## src/hw/rtl/mmle_pkg.sv

```systemverilog
// ----------------------------------------------------------------------------
// mmle_pkg: shared types and codes of the leader election block
// Action and result kind codes, table read select, and the command and
// status groups that join the controller and the datapath.
// ----------------------------------------------------------------------------
package mmle_pkg;

  localparam logic [1:0] ACT_ENTRY      = 2'd0;
  localparam logic [1:0] ACT_CONNECT    = 2'd1;
  localparam logic [1:0] ACT_DISCONNECT = 2'd2;
  localparam logic [1:0] ACT_QUERY      = 2'd3;

  localparam logic KIND_LEADER = 1'b0;
  localparam logic KIND_ENTRY  = 1'b1;

  localparam int ID_WIDTH    = 4;
  localparam int CLOCK_WIDTH = 32;
  localparam int MASK_WIDTH  = 16;

  typedef enum logic [1:0] {
    ADDR_ITEM,
    ADDR_OWN,
    ADDR_PEND,
    ADDR_CNT
  } addr_sel_t;

  typedef struct packed {
    logic      item_ready;
    logic      cfg_ready;
    logic      merge;
    logic      peer_upd;
    logic      reach_init;
    logic      reach_step;
    logic      cnt_clr;
    logic      cnt_inc;
    logic      emit_leader;
    logic      emit_entry;
    addr_sel_t addr_sel;
  } mmle_cmd_t;

  typedef struct packed {
    logic       item_fire;
    logic       cfg_valid;
    logic [1:0] act;
    logic       msg_last;
    logic       pend_any;
    logic       cur_known;
    logic       more_above;
    logic       cnt_last;
    logic       out_free;
  } mmle_stat_t;

endpackage

```

## src/hw/rtl/mmle_ifs.sv

```systemverilog
// ----------------------------------------------------------------------------
// mmle_ifs: channel interfaces of the leader election block
// Input item channel, result channel and configuration write channel.
// ----------------------------------------------------------------------------
interface mmle_item_if;
  logic                                 valid;
  logic                                 ready;
  logic [1:0]                           action;
  logic [mmle_pkg::ID_WIDTH-1:0]        node_id;
  logic signed [mmle_pkg::CLOCK_WIDTH-1:0] node_clock;
  logic [mmle_pkg::MASK_WIDTH-1:0]      neighbour_mask;
  logic                                 message_last;

  modport source (output valid, action, node_id, node_clock, neighbour_mask,
                  message_last, input ready);
  modport sink (input valid, action, node_id, node_clock, neighbour_mask,
                message_last, output ready);
endinterface

interface mmle_result_if;
  logic                                 valid;
  logic                                 ready;
  logic                                 kind;
  logic [mmle_pkg::ID_WIDTH-1:0]        leader_id;
  logic                                 leader_valid;
  logic [mmle_pkg::ID_WIDTH-1:0]        entry_id;
  logic signed [mmle_pkg::CLOCK_WIDTH-1:0] entry_clock;
  logic [mmle_pkg::MASK_WIDTH-1:0]      entry_mask;
  logic                                 last;

  modport source (output valid, kind, leader_id, leader_valid, entry_id,
                  entry_clock, entry_mask, last, input ready);
  modport sink (input valid, kind, leader_id, leader_valid, entry_id,
                entry_clock, entry_mask, last, output ready);
endinterface

interface mmle_cfg_if;
  logic                          valid;
  logic                          ready;
  logic [mmle_pkg::ID_WIDTH-1:0] data;

  modport source (output valid, data, input ready);
  modport sink (input valid, data, output ready);
endinterface

```

## src/hw/rtl/mesh_min_id_leader_election.sv

```systemverilog
// ----------------------------------------------------------------------------
// mesh_min_id_leader_election: minimum-id leader election over a mesh table
// Top level joining the sequencer and the datapath.
// ----------------------------------------------------------------------------
// The block keeps one table entry (clock, neighbour bitmap) per node id and
// handles one item at a time through a single table read port. A received
// entry that does not close a message gives no report. A query, or a
// received entry that closes a message, runs a reachability walk whose
// closure visits one newly reached node per cycle. A connect or disconnect
// walks the table one entry per cycle, while the result side does not
// stall, up to the last known entry. Only ids below the table depth take
// part; the depth is the smaller of MAX_NODES and 16. Configuration beats are
// taken only between items.
module mesh_min_id_leader_election #(
  parameter int MAX_NODES = 16
) (
  input logic            clk,
  input logic            rst,
  mmle_item_if.sink      item,
  mmle_result_if.source  result,
  mmle_cfg_if.sink       cfg
);

  localparam int TBL = (MAX_NODES < mmle_pkg::MASK_WIDTH) ? MAX_NODES
                                                          : mmle_pkg::MASK_WIDTH;

  mmle_pkg::mmle_cmd_t  cmd;
  mmle_pkg::mmle_stat_t stat;

  mmle_ctrl u_ctrl (
    .clk  (clk),
    .rst  (rst),
    .stat (stat),
    .cmd  (cmd)
  );

  mmle_dp #(
    .TBL (TBL)
  ) u_dp (
    .clk    (clk),
    .rst    (rst),
    .item   (item),
    .result (result),
    .cfg    (cfg),
    .cmd    (cmd),
    .stat   (stat)
  );

`ifndef SYNTHESIS
  a_busy_after_item: assert property (@(posedge clk) disable iff (rst)
    item.valid && item.ready |=> !item.ready)
    else $error("item beat accepted while an item is in progress");

  a_cfg_blocks_item: assert property (@(posedge clk) disable iff (rst)
    cfg.valid |-> !item.ready)
    else $error("item ready while a configuration beat is pending");

  a_leader_is_last: assert property (@(posedge clk) disable iff (rst)
    result.valid && result.kind == mmle_pkg::KIND_LEADER |-> result.last)
    else $error("leader report not marked last");

  a_invalid_leader_zero: assert property (@(posedge clk) disable iff (rst)
    result.valid && !result.leader_valid |-> result.leader_id == 4'd0)
    else $error("leader id nonzero without a valid leader");
`endif

endmodule

```

## src/hw/rtl/mmle_ctrl.sv

```systemverilog
// ----------------------------------------------------------------------------
// mmle_ctrl: sequencer of the leader election block
// Steps through merge, peer update, reachability walk, leader report and
// table broadcast, issuing one command group to the datapath per cycle.
// ----------------------------------------------------------------------------
module mmle_ctrl (
  input  logic                 clk,
  input  logic                 rst,
  input  mmle_pkg::mmle_stat_t stat,
  output mmle_pkg::mmle_cmd_t  cmd
);

  typedef enum logic [2:0] {
    S_IDLE,
    S_EXEC,
    S_REACH_INIT,
    S_REACH,
    S_LEADER,
    S_BCAST
  } state_t;

  state_t state;
  state_t state_next;

  always_ff @(posedge clk) begin
    if (rst) begin
      state <= S_IDLE;
    end else begin
      state <= state_next;
    end
  end

  always_comb begin
    state_next = state;
    cmd        = '0;
    cmd.addr_sel = mmle_pkg::ADDR_ITEM;
    case (state)
      S_IDLE: begin
        cmd.cfg_ready  = 1'b1;
        cmd.item_ready = !stat.cfg_valid;
        if (stat.item_fire) begin
          state_next = S_EXEC;
        end
      end
      S_EXEC: begin
        case (stat.act)
          mmle_pkg::ACT_ENTRY: begin
            cmd.addr_sel = mmle_pkg::ADDR_ITEM;
            cmd.merge    = 1'b1;
            state_next   = stat.msg_last ? S_REACH_INIT : S_IDLE;
          end
          mmle_pkg::ACT_CONNECT, mmle_pkg::ACT_DISCONNECT: begin
            cmd.addr_sel = mmle_pkg::ADDR_OWN;
            cmd.peer_upd = 1'b1;
            cmd.cnt_clr  = 1'b1;
            state_next   = S_BCAST;
          end
          default: begin
            state_next = S_REACH_INIT;
          end
        endcase
      end
      S_REACH_INIT: begin
        cmd.addr_sel   = mmle_pkg::ADDR_OWN;
        cmd.reach_init = 1'b1;
        state_next     = S_REACH;
      end
      S_REACH: begin
        cmd.addr_sel = mmle_pkg::ADDR_PEND;
        if (stat.pend_any) begin
          cmd.reach_step = 1'b1;
        end else begin
          state_next = S_LEADER;
        end
      end
      S_LEADER: begin
        if (stat.out_free) begin
          cmd.emit_leader = 1'b1;
          state_next      = S_IDLE;
        end
      end
      S_BCAST: begin
        cmd.addr_sel = mmle_pkg::ADDR_CNT;
        if (!stat.cur_known || stat.out_free) begin
          cmd.emit_entry = stat.cur_known;
          if (!stat.more_above || stat.cnt_last) begin
            state_next = S_IDLE;
          end else begin
            cmd.cnt_inc = 1'b1;
          end
        end
      end
      default: begin
        state_next = S_IDLE;
      end
    endcase
  end

endmodule

```

## src/hw/rtl/mmle_dp.sv

```systemverilog
// ----------------------------------------------------------------------------
// mmle_dp: datapath of the leader election block
// Node table, item and own id registers, reachability sets, broadcast
// counter and the result register.
// ----------------------------------------------------------------------------
module mmle_dp #(
  parameter int TBL = 16
) (
  input  logic                 clk,
  input  logic                 rst,
  mmle_item_if.sink            item,
  mmle_result_if.source        result,
  mmle_cfg_if.sink             cfg,
  input  mmle_pkg::mmle_cmd_t  cmd,
  output mmle_pkg::mmle_stat_t stat
);

  localparam int IW = $clog2(TBL);

  function automatic logic [IW-1:0] lowest(input logic [TBL-1:0] v);
    logic [IW-1:0] idx;
    idx = '0;
    for (int i = TBL - 1; i >= 0; i--) begin
      if (v[i]) begin
        idx = IW'(i);
      end
    end
    return idx;
  endfunction

  logic [TBL-1:0]   known;
  logic [31:0]      clk_mem [TBL];
  logic [TBL-1:0]   nb_mem [TBL];

  logic [1:0]       it_act;
  logic [3:0]       it_id;
  logic [31:0]      it_clock;
  logic [TBL-1:0]   it_mask;
  logic             it_last;
  logic [3:0]       own;

  logic [TBL-1:0]   reach;
  logic [TBL-1:0]   visited;
  logic [IW-1:0]    cnt;

  logic             out_valid;
  logic             out_kind;
  logic [3:0]       out_leader_id;
  logic             out_leader_valid;
  logic [3:0]       out_entry_id;
  logic [31:0]      out_entry_clock;
  logic [15:0]      out_entry_mask;
  logic             out_last;

  logic             item_fire;
  logic             cfg_fire;
  logic             id_ok;
  logic             own_ok;
  logic             cfg_ok;
  logic [IW-1:0]    id_idx;
  logic [IW-1:0]    own_idx;
  logic [TBL-1:0]   id_bit;
  logic [TBL-1:0]   own_bit;
  logic [TBL-1:0]   pend;
  logic [IW-1:0]    pidx;
  logic [IW-1:0]    rd_addr;
  logic             rd_known;
  logic [31:0]      rd_clock;
  logic [TBL-1:0]   rd_mask;
  logic [TBL-1:0]   cnt_bit;
  logic [TBL-1:0]   above;
  logic             we;
  logic [IW-1:0]    waddr;
  logic [31:0]      wclock;
  logic [TBL-1:0]   wmask;
  logic [TBL-1:0]   base;
  logic             out_free;

  assign item_fire = item.valid && item.ready;
  assign cfg_fire  = cfg.valid && cfg.ready;
  assign item.ready = cmd.item_ready;
  assign cfg.ready  = cmd.cfg_ready;

  assign id_ok   = int'(it_id) < TBL;
  assign own_ok  = int'(own) < TBL;
  assign cfg_ok  = int'(cfg.data) < TBL;
  assign id_idx  = it_id[IW-1:0];
  assign own_idx = own[IW-1:0];
  assign id_bit  = TBL'(1) << id_idx;
  assign own_bit = TBL'(1) << own_idx;
  assign pend    = reach & ~visited;
  assign pidx    = lowest(pend);
  assign cnt_bit = TBL'(1) << cnt;
  assign above   = known & ~((cnt_bit << 1) - TBL'(1));

  always_comb begin
    case (cmd.addr_sel)
      mmle_pkg::ADDR_ITEM: rd_addr = id_idx;
      mmle_pkg::ADDR_OWN:  rd_addr = own_idx;
      mmle_pkg::ADDR_PEND: rd_addr = pidx;
      mmle_pkg::ADDR_CNT:  rd_addr = cnt;
      default:             rd_addr = cnt;
    endcase
  end

  assign rd_known = known[rd_addr];
  assign rd_clock = clk_mem[rd_addr];
  assign rd_mask  = nb_mem[rd_addr];

  always_comb begin
    we     = 1'b0;
    waddr  = own_idx;
    wclock = '0;
    wmask  = own_bit;
    base   = rd_known ? rd_mask : own_bit;
    if (cfg_fire) begin
      we    = cfg_ok;
      waddr = cfg.data[IW-1:0];
      wmask = TBL'(1) << cfg.data[IW-1:0];
    end else if (cmd.merge) begin
      we     = id_ok && (!rd_known || ($signed(it_clock) > $signed(rd_clock)));
      waddr  = id_idx;
      wclock = it_clock;
      wmask  = it_mask;
    end else if (cmd.peer_upd) begin
      we     = own_ok;
      wclock = rd_known ? rd_clock : 32'd0;
      if (!id_ok) begin
        wmask = base;
      end else if (it_act == mmle_pkg::ACT_CONNECT) begin
        wmask = base | id_bit;
      end else begin
        wmask = base & ~id_bit;
      end
    end
  end

  always_ff @(posedge clk) begin
    if (rst) begin
      known <= '0;
      own   <= '0;
    end else begin
      if (we) begin
        known[waddr] <= 1'b1;
      end
      if (cfg_fire) begin
        own <= cfg.data;
      end
    end
  end

  always_ff @(posedge clk) begin
    if (we) begin
      clk_mem[waddr] <= wclock;
      nb_mem[waddr]  <= wmask;
    end
    if (item_fire) begin
      it_act   <= item.action;
      it_id    <= item.node_id;
      it_clock <= item.node_clock;
      it_mask  <= item.neighbour_mask[TBL-1:0];
      it_last  <= item.message_last;
    end
    if (cmd.reach_init) begin
      if (own_ok && rd_known) begin
        reach   <= rd_mask;
        visited <= own_bit;
      end else begin
        reach   <= '0;
        visited <= '0;
      end
    end else if (cmd.reach_step) begin
      visited <= visited | (TBL'(1) << pidx);
      if (rd_known) begin
        reach <= reach | rd_mask;
      end
    end
    if (cmd.cnt_clr) begin
      cnt <= '0;
    end else if (cmd.cnt_inc) begin
      cnt <= cnt + IW'(1);
    end
  end

  assign out_free = !out_valid || result.ready;

  always_ff @(posedge clk) begin
    if (rst) begin
      out_valid <= 1'b0;
    end else if (cmd.emit_leader || cmd.emit_entry) begin
      out_valid <= 1'b1;
    end else if (result.ready) begin
      out_valid <= 1'b0;
    end
  end

  always_ff @(posedge clk) begin
    if (cmd.emit_leader) begin
      out_kind         <= mmle_pkg::KIND_LEADER;
      out_leader_id    <= (|reach) ? 4'(lowest(reach)) : 4'd0;
      out_leader_valid <= |reach;
      out_entry_id     <= '0;
      out_entry_clock  <= '0;
      out_entry_mask   <= '0;
      out_last         <= 1'b1;
    end else if (cmd.emit_entry) begin
      out_kind         <= mmle_pkg::KIND_ENTRY;
      out_leader_id    <= '0;
      out_leader_valid <= 1'b0;
      out_entry_id     <= 4'(cnt);
      out_entry_clock  <= rd_clock;
      out_entry_mask   <= 16'(rd_mask);
      out_last         <= !(|above);
    end
  end

  assign result.valid        = out_valid;
  assign result.kind         = out_kind;
  assign result.leader_id    = out_leader_id;
  assign result.leader_valid = out_leader_valid;
  assign result.entry_id     = out_entry_id;
  assign result.entry_clock  = out_entry_clock;
  assign result.entry_mask   = out_entry_mask;
  assign result.last         = out_last;

  assign stat.item_fire  = item_fire;
  assign stat.cfg_valid  = cfg.valid;
  assign stat.act        = it_act;
  assign stat.msg_last   = it_last;
  assign stat.pend_any   = |pend;
  assign stat.cur_known  = rd_known;
  assign stat.more_above = |above;
  assign stat.cnt_last   = (cnt == IW'(TBL - 1));
  assign stat.out_free   = out_free;

endmodule

```

## src/flat_wrapper.sv

```systemverilog
// flat-port wrapper written by rule: the top's interface ports become plain ports
module mesh_min_id_leader_election_flat 
#(
  parameter int MAX_NODES = 16
)
  (clk, rst, item_valid, item_action, item_node_id, item_node_clock, item_neighbour_mask, item_message_last, item_ready, result_valid, result_kind, result_leader_id, result_leader_valid, result_entry_id, result_entry_clock, result_entry_mask, result_last, result_ready, cfg_valid, cfg_data, cfg_ready);
  mmle_item_if item_i ();
  mmle_result_if result_i ();
  mmle_cfg_if cfg_i ();
  input logic clk;
  input logic rst;
  input wire logic [$bits(item_i.valid)-1:0] item_valid;
  input wire logic [$bits(item_i.action)-1:0] item_action;
  input wire logic [$bits(item_i.node_id)-1:0] item_node_id;
  input wire logic [$bits(item_i.node_clock)-1:0] item_node_clock;
  input wire logic [$bits(item_i.neighbour_mask)-1:0] item_neighbour_mask;
  input wire logic [$bits(item_i.message_last)-1:0] item_message_last;
  output wire logic [$bits(item_i.ready)-1:0] item_ready;
  output wire logic [$bits(result_i.valid)-1:0] result_valid;
  output wire logic [$bits(result_i.kind)-1:0] result_kind;
  output wire logic [$bits(result_i.leader_id)-1:0] result_leader_id;
  output wire logic [$bits(result_i.leader_valid)-1:0] result_leader_valid;
  output wire logic [$bits(result_i.entry_id)-1:0] result_entry_id;
  output wire logic [$bits(result_i.entry_clock)-1:0] result_entry_clock;
  output wire logic [$bits(result_i.entry_mask)-1:0] result_entry_mask;
  output wire logic [$bits(result_i.last)-1:0] result_last;
  input wire logic [$bits(result_i.ready)-1:0] result_ready;
  input wire logic [$bits(cfg_i.valid)-1:0] cfg_valid;
  input wire logic [$bits(cfg_i.data)-1:0] cfg_data;
  output wire logic [$bits(cfg_i.ready)-1:0] cfg_ready;
  assign item_i.valid = item_valid;
  assign item_i.action = item_action;
  assign item_i.node_id = item_node_id;
  assign item_i.node_clock = item_node_clock;
  assign item_i.neighbour_mask = item_neighbour_mask;
  assign item_i.message_last = item_message_last;
  assign item_ready = item_i.ready;
  assign result_valid = result_i.valid;
  assign result_kind = result_i.kind;
  assign result_leader_id = result_i.leader_id;
  assign result_leader_valid = result_i.leader_valid;
  assign result_entry_id = result_i.entry_id;
  assign result_entry_clock = result_i.entry_clock;
  assign result_entry_mask = result_i.entry_mask;
  assign result_last = result_i.last;
  assign result_i.ready = result_ready;
  assign cfg_i.valid = cfg_valid;
  assign cfg_i.data = cfg_data;
  assign cfg_ready = cfg_i.ready;
  mesh_min_id_leader_election #(.MAX_NODES(MAX_NODES)) u_core (.clk(clk), .rst(rst), .item(item_i), .result(result_i), .cfg(cfg_i));
endmodule
```

## config.mk

```make
export PLATFORM = sky130hd
export DESIGN_NAME = mesh_min_id_leader_election_flat
export DESIGN_NICKNAME = d
export VERILOG_FILES = /design/src/hw/rtl/mmle_pkg.sv /design/src/hw/rtl/mmle_ifs.sv /design/src/hw/rtl/mesh_min_id_leader_election.sv /design/src/hw/rtl/mmle_ctrl.sv /design/src/hw/rtl/mmle_dp.sv /design/src/flat_wrapper.sv
export SDC_FILE = /design/constraint.sdc
export NUM_CORES = 1
export LEC_CHECK = 0
export BUFFER_PORTS_ARGS = -buffer_cell sky130_fd_sc_hd__buf_4
export CAP_MARGIN = 20
export CORE_MARGIN = 1
export CORE_UTILIZATION = 49
export CTS_CLUSTER_DIAMETER = 50
export DETAILED_ROUTE_END_ITERATION = 10
export HOLD_SLACK_MARGIN = 0.15
export PLACE_DENSITY = 0.65
export REMOVE_ABC_BUFFERS = 1
export SETUP_SLACK_MARGIN = 0.05
export SYNTH_ARGS = -nofsm -noshare
export SYNTH_HDL_FRONTEND = slang
export SYNTH_SLANG_ARGS = --single-unit
export TNS_END_PERCENT = 100
```

## constraint.sdc

```tcl
create_clock -name clk -period 8.3 [get_ports clk]
set_input_delay 1.245 -clock clk [delete_from_list [all_inputs] [get_ports clk]]
set_output_delay 1.245 -clock clk [all_outputs]
set_load 0.02 [all_outputs]
```

=== Word level (Yosys, flattened, before mapping) ===
Memory sizes are Yosys's and may differ from the RTL's.
Index checks and enable logic that the tools add are counted.

* Memories kept: 2
* Input port bits: 64
* Register bits after elaboration: 174
* Bits in writable memories: 768
* Output and inout port bits: 62
* Word-level logic and storage cells: 175

{| class="wikitable"
|+ Memories
! memory !! words !! bits a word !! rd ports !! clocked after memory_dff !! wr ports !! line !! source
|-
| u_core.u_dp.clk_mem || 16 || 32 || 1 || 0 || 1 || mmle_dp.sv:32 || <nowiki>logic [31:0] clk_mem [TBL];</nowiki>
|-
| u_core.u_dp.nb_mem || 16 || 16 || 1 || 0 || 1 || mmle_dp.sv:33 || <nowiki>logic [TBL-1:0] nb_mem [TBL];</nowiki>
|}

* Multiplexer cells: 92
* Equal/unequal tests: 16
* $lt $le $gt $ge: 4
* Bitwise gates (word level): 10
* Add/sub/neg operators: 2
* Shifts and indexed selects: 5
* Reduce and logical (&&, ||, !) cells: 25

{| class="wikitable"
|+ Operators with widths
! kind !! number
|-
| two-way mux 16 bit || 12
|-
| two-way mux 4 bit || 37
|-
| two-way mux 32 bit || 4
|-
| bitwise OR 16 bit || 4
|-
| left shift 1 x 4 -> 16 bit, first input constant || 4
|-
| AND 16 bit || 3
|-
| NOT 16 bit || 3
|-
| OR reduction 16 bit || 3
|-
| > comparator 32 bit || 1
|-
| two-way mux 1 bit || 25
|-
| one-hot mux 3 bit (6 select lines) || 1
|-
| one-hot mux 4 bit (4 select lines) || 1
|-
| subtractor 16 x 1 -> 16 bit, second input constant || 1
|-
| two-way mux 3 bit || 5
|-
| left shift 1 x 4 -> 15 bit, first input constant || 1
|-
| less-than comparator 4 x 5 -> 1 bit, second input constant || 2
|-
| inequality test 2 bit, second input constant || 5
|-
| one-hot mux 2 bit (4 select lines) || 1
|-
| nonzero test 2 bit || 4
|-
| == test 2 bit, second input constant || 3
|-
| == test 3 x 2 -> 1 bit, second input constant || 2
|-
| == test 3 bit, second input constant || 2
|-
| two-way mux 2 bit || 3
|-
| one-hot mux 3 bit (2 select lines) || 1
|-
| 15 further kinds || 26
|}

=== Longest topological paths before layout ===
* Depth in word-level cells: 27
* Mapped depth: 26
* Gate-level depth less buffers: 23

=== Hierarchy ===
Synthesis repeated with hierarchy kept, for this count alone.

* Cells, all modules: 3,178
* Area, all modules: 41,523.6 um^2

{| class="wikitable"
|+ Modules (own cells, without submodules)
! module !! seq. area each (um^2) !! area an instance (um^2) !! times used !! cells an instance
|-
| mmle_dp || 27,406.3 || 41,184.5 || 1 || 3,126
|-
| mmle_ctrl || 60.1 || 339.1 || 1 || 52
|}

=== Least setup slack after synthesis ===
No wires, ideal clock.

* Path type: register -> register
* Start point: reg u_core.u_dp.it_act[0]
* End point: mem u_core.u_dp.clk_mem[5][0] (enable)
* Arrival: 6.622 ns
* Slack: 1.224 ns
* Buffers on the path: 3
* Library setup time: 0.454 ns
* Stages on the path, launching flop included: 24
* Clock period less this slack: 7.076 ns
* Data required time: 7.846 ns
* Cells stage by stage: edfxtp_1 > inv_1 > ha_1 > o21ai_0 > nor3b_1 > a211o_1 > o221ai_1 > nor2_1 > clkbuf_1 > clkbuf_1 > buf_2 > mux2i_1 > mux2i_1 > mux2_2 > ha_1 > nand4_1 > nor4_1 > nand4_1 > a21o_1 > nand3_1 > o21ai_0 > o21ai_0 > o211ai_1 > nor2_1

* Cells in the longest elaborated chain, start to end: 14
* Elaborated cells between the ends (all ways): 27
* Classes of those cells: 1 x order compare; 5 x eq/ne; 15 x mux; 5 x reduce/logical; 1 x memory

{| class="wikitable"
|+ Ends and longest elaborated chain
! element !! line !! source
|-
| start: declaration || mmle_dp.sv:35 || <nowiki>logic [1:0] it_act;</nowiki>
|-
| start signal: assignment || mmle_dp.sv:158 || <nowiki>it_act <= item.action;</nowiki>
|-
| parallel branches: the longest is 14 deep, another holds memory read (16 x 32 bit) || - ||
|-
| end: declaration || mmle_dp.sv:32 ||
|}

Several ways; the timed one is not identified. The select of a mux whose other input is x is not followed.

=== Worst setup path in the final report ===
* Start point: reg u_core.u_ctrl.state[2]
* End point: mem u_core.u_dp.nb_mem[5][12] (enable)

* Cells in the longest elaborated chain, start to end: 12
* Elaborated cells between the ends (all ways): 27
* Classes of those cells: 1 x order compare; 7 x eq/ne; 13 x mux; 5 x reduce/logical; 1 x memory

{| class="wikitable"
|+ Ends and longest elaborated chain
! element !! line !! source
|-
| start: declaration || mmle_ctrl.sv:22 || <nowiki>state_t state;</nowiki>
|-
| start signal: assignment || mmle_ctrl.sv:29 || <nowiki>state <= state_next;</nowiki>
|-
| parallel branches: the longest is 12 deep, another holds memory read (16 x 32 bit) || - ||
|-
| end: declaration || mmle_dp.sv:33 ||
|}

Several ways; the timed one is not identified. The select of a mux whose other input is x is not followed.

==> flow_metrics.py <==
metrics = {
    "route": {
        "detail-route-antenna-nets": 0,
        "post_dr_vias_cell": 6.02,
        "detail_route.iter0.violations": 2611,
        "post_detailed_route_wirelength_per_cell_um": 26.2,
        "postRouteWirelength_um": 111000,
        "vias": 25500,
        "number_of_search_and_repair_iterations_in_the_first_detailed_routing_pass": 6,
        "drcViolationCount": 0,
    },
    "power": {
        "pwr_density_cell_nw_per_um2": 395,
        "max-vdd-ir-drop_v": 0.000287,
        "static-leakage-power_nw": 17.9,
    },
    "cts": {
        "post-cts-setup-buffers": 0,
        "cts_hold_repair.buffers": 0,
        "clkSlewWorstSetupHoldPaths_ps": 60,
        "cts.path.max_buffers": 3,
        "tritoncts_num_sinks": 942,
        "clk_root_buffer_cell": "sky130_fd_sc_hd__clkbuf_16",
        "clk_latency_ps": 680,
        "cts_inserted_buffers": 109,
        "post_cts_resize_count": 0,
        "h-tree-depth": 3,
        "cts_tree": "yes",
    },
    "run_status": {
        "outcome": "completed",
    },
    "global_route": {
        "met2_usage_pct": 43.2,
        "vias_in_the_first_global_route": 25500,
        "gr_met1_demand_resource_pct": 35.9,
        "met3_usage_pct": 3.66,
        "groute.usage.overall_pct": 26.3,
        "grt_start_max_net_pins": 63,
        "global_route.peak_usage_layer": "met2",
        "grt_first_pass_wirelength_um": 166000,
        "antenna_violations_before_repair": 0,
        "grt_remaining_overflow": 0,
    },
    "layout": {
        "areaGrowthSynthToFinish_pct": 16.6,
        "finalInstanceArea_um2": 47500,
        "num_antenna_cells": 0,
        "number_of_nets_in_the_layout": 3182,
        "final_layout_size_suffix_gt1_share_pct": 16.3,
        "fillCellCount": 6365,
    },
    "worst_setup_path": {
        "worstPathRequired_ps": 8680,
        "r2r_cells": 22,
        "crit_path_end_kind": "flop",
        "worst-path-max-fanout": 53,
        "timing.setup.critical_path_class": "flop to flop",
        "worstSetupStartpointType": "flop",
        "critical_path_arrival_ps": 7680,
    },
    "floorplan": {
        "floorplan_die_area_um2": 84200,
        "start_util_pct": 49.6,
        "num_rows": 105,
        "core_um2": 82100,
        "io-pin-count": 126,
        "die_height_um": 290,
        "die_width_um": 290,
    },
    "place": {
        "gp_congestion": 0.888,
        "post_dp_cell_area_um2": 43800,
        "io_buffers": 125,
        "hpwlAfterDp_um": 68800,
    },
    "hold_path": {
        "cells_on_worst_hold_path": 1,
        "worstHoldPathType": "flop to flop",
    },
    "synth": {
        "yosysMostFrequentCell": "sky130_fd_sc_hd__edfxtp_1",
        "yosysSeqAreaShare_pct": 67.5,
        "synth_flop_cell": "sky130_fd_sc_hd__edfxtp_1",
        "edff_count_synth": 860,
        "synth_cells": 2872,
        "synth.largest_area_cell": "sky130_fd_sc_hd__edfxtp_1",
        "ys_top_cells_by_count": "sky130_fd_sc_hd__edfxtp_1 (860), sky130_fd_sc_hd__mux2i_1 (554), sky130_fd_sc_hd__nand2_1 (272)",
        "synth_async_sr_flop_share_pct": 0,
        "ys_top_cells_by_area": "sky130_fd_sc_hd__edfxtp_1 (63%), sky130_fd_sc_hd__mux2i_1 (14%), sky130_fd_sc_hd__dfxtp_1 (4.0%)",
        "yosys_warnings": 0,
        "post_synth_instance_area_um2": 40700,
        "synthDistinctLibCells": 66,
        "synth_top_area_share_pct": 63.5,
        "synth-seq-cells": 942,
        "synthesis.area_per_instance_um2": 14.2,
    },
    "sta": {
        "timing_hold_violations_final": 0,
        "fin_setup_tns_ps": 0,
        "clock-skew-final_ps": 50.8,
        "min_period_ps": 7300,
        "max_freq_ghz": 0.137,
        "report.final.slew_viol_count": 0,
        "finalSetupViolCount": 0,
        "timing.slew.headroom_pct": 28.4,
        "setup_repair_after_global_routing_missed_its_margin": "false",
        "worst_pin_slew_ps": 1070,
        "period_share_pct": 88.0,
    },
    "run": {
        "max-cap-violations": 0,
    },
}
[report_power, final]
group	leakage [nW]	switching [mW]	internal (mW)
logic	7.37	5.01	3.01
registers	8.75	0.214	5.80
clock network	1.76	1.93	2.79
[cell usage in the layout (no fill, tap or decap), types with 17 or more instances in the layout]
| cell type | count |
|---|---|
| sky130_fd_sc_hd__o21ai_0 | 139 |
| sky130_fd_sc_hd__buf_4 | 227 |
| sky130_fd_sc_hd__dfxtp_1 | 82 |
| sky130_fd_sc_hd__nor2_1 | 62 |
| sky130_fd_sc_hd__nand3_1 | 103 |
| sky130_fd_sc_hd__mux2i_1 | 554 |
| sky130_fd_sc_hd__ha_1 | 41 |
| sky130_fd_sc_hd__nor3_1 | 21 |
| sky130_fd_sc_hd__nand2b_1 | 26 |
| sky130_fd_sc_hd__o211ai_1 | 41 |
| sky130_fd_sc_hd__a21oi_1 | 121 |
| sky130_fd_sc_hd__edfxtp_1 | 860 |
| sky130_fd_sc_hd__o221ai_1 | 19 |
| sky130_fd_sc_hd__o22ai_1 | 28 |
| sky130_fd_sc_hd__nor2_4 | 17 |
| sky130_fd_sc_hd__buf_12 | 30 |
| sky130_fd_sc_hd__a31oi_1 | 18 |
| sky130_fd_sc_hd__nor2b_1 | 29 |
| sky130_fd_sc_hd__inv_1 | 37 |
| sky130_fd_sc_hd__nand2_1 | 271 |
| sky130_fd_sc_hd__clkbuf_1 | 26 |
| sky130_fd_sc_hd__mux2_2 | 40 |
| sky130_fd_sc_hd__clkbuf_16 | 113 |
[worst max-delay path: stages (launching register included)]
cell and delay, ps:
sky130_fd_sc_hd__dfxtp_1 910, sky130_fd_sc_hd__nand2b_1 150, sky130_fd_sc_hd__a21boi_1 180, sky130_fd_sc_hd__o211ai_2 180, sky130_fd_sc_hd__nor3_1 120, sky130_fd_sc_hd__nor2_4 800
sky130_fd_sc_hd__buf_12 430, sky130_fd_sc_hd__mux2i_1 130, sky130_fd_sc_hd__mux2i_1 180, sky130_fd_sc_hd__mux2i_1 110, sky130_fd_sc_hd__mux2_2 310, sky130_fd_sc_hd__ha_1 400
sky130_fd_sc_hd__a21o_1 250, sky130_fd_sc_hd__a221oi_1 260, sky130_fd_sc_hd__o21ai_0 240, sky130_fd_sc_hd__a2111oi_0 460, sky130_fd_sc_hd__nand3_1 110, sky130_fd_sc_hd__o21ai_0 680
sky130_fd_sc_hd__o21ai_0 270, sky130_fd_sc_hd__o211ai_1 230, sky130_fd_sc_hd__buf_4 270, sky130_fd_sc_hd__nor2_4 80, sky130_fd_sc_hd__buf_4 220
[final cells by class]
cell class | instances | area (um^2) | area share, %
clock buffers | 152 | 3100 | 6.54
well taps | 1070 | 1340 | 2.82
inverters | 37 | 139 | 0.293
repair buffers | 260 | 2330 | 4.91
multi-input cells | 1727 | 12600 | 26.5
flip-flops and latches | 942 | 27500 | 57.9
clock inverters | 50 | 504 | 1.06
[layer usage]
layer	part of all wire, %	routed length, um
met1	42	47200
met2	48	53200
met3	6.4	7130
met4	3.3	3620
met5	0	0
[cells by family after synthesis]
logic type / share of synthesized area (%)
xor+xnor: 0.0646
compound gates: 7.63
mux: 14.7
flops: 67.5
fa+ha+maj: 1.26
simple gates: 6.68
buf+inv: 2.14
[registers in the layout, summed over array words and instances, names as in the netlist, 16 cells and up]
name,flops
u_core.u_dp.clk_mem,512
u_core.u_dp.it_clock,32
u_core.u_dp.it_mask,16
u_core.u_dp.known,16
u_core.u_dp.nb_mem,256
u_core.u_dp.reach,16
u_core.u_dp.result.entry_clock,32
u_core.u_dp.result.entry_mask,16
u_core.u_dp.visited,16
[metrics by stage]
| step | cells | setup WS [ps] | utilization (%) | hold WS [ps] | power, mW |
|---|---|---|---|---|---|
| 6_report | 4238 | 999 | 57.8 | 468 | 18.7 |
| 4_1_cts | 4228 | 1000 | 57.7 | 468 | 18.8 |
| 2_1_floorplan | 2706 | -12310 | - | 448 | 11.2 |
| 5_1_grt | 4238 | 436 | 57.8 | 477 | 19.6 |
| 3_3_place_gp | 4022 | 983 | 53.3 | 452 | 14.0 |
| 3_5_place_dp | 4026 | 1010 | 53.3 | 449 | 14.1 |
[path summary, 6_finish.rpt]
check,endpoint,start,slack (ps)
min reg2reg,u_core.u_dp.result.entry_mask[6]$_SDFFE_PP0P_,u_core.u_dp.result.entry_mask[6]$_SDFFE_PP0P_,470
max reg2reg,u_core.u_dp.nb_mem[5][12]$_DFFE_PP_,u_core.u_ctrl.state[2]$_SDFFE_PP0P_,1000
min,u_core.u_dp.result.entry_mask[6]$_SDFFE_PP0P_,u_core.u_dp.result.entry_mask[6]$_SDFFE_PP0P_,470
max,u_core.u_dp.nb_mem[5][12]$_DFFE_PP_,u_core.u_ctrl.state[2]$_SDFFE_PP0P_,1000
No activity file was read; power rests on OpenSTA's default activity.
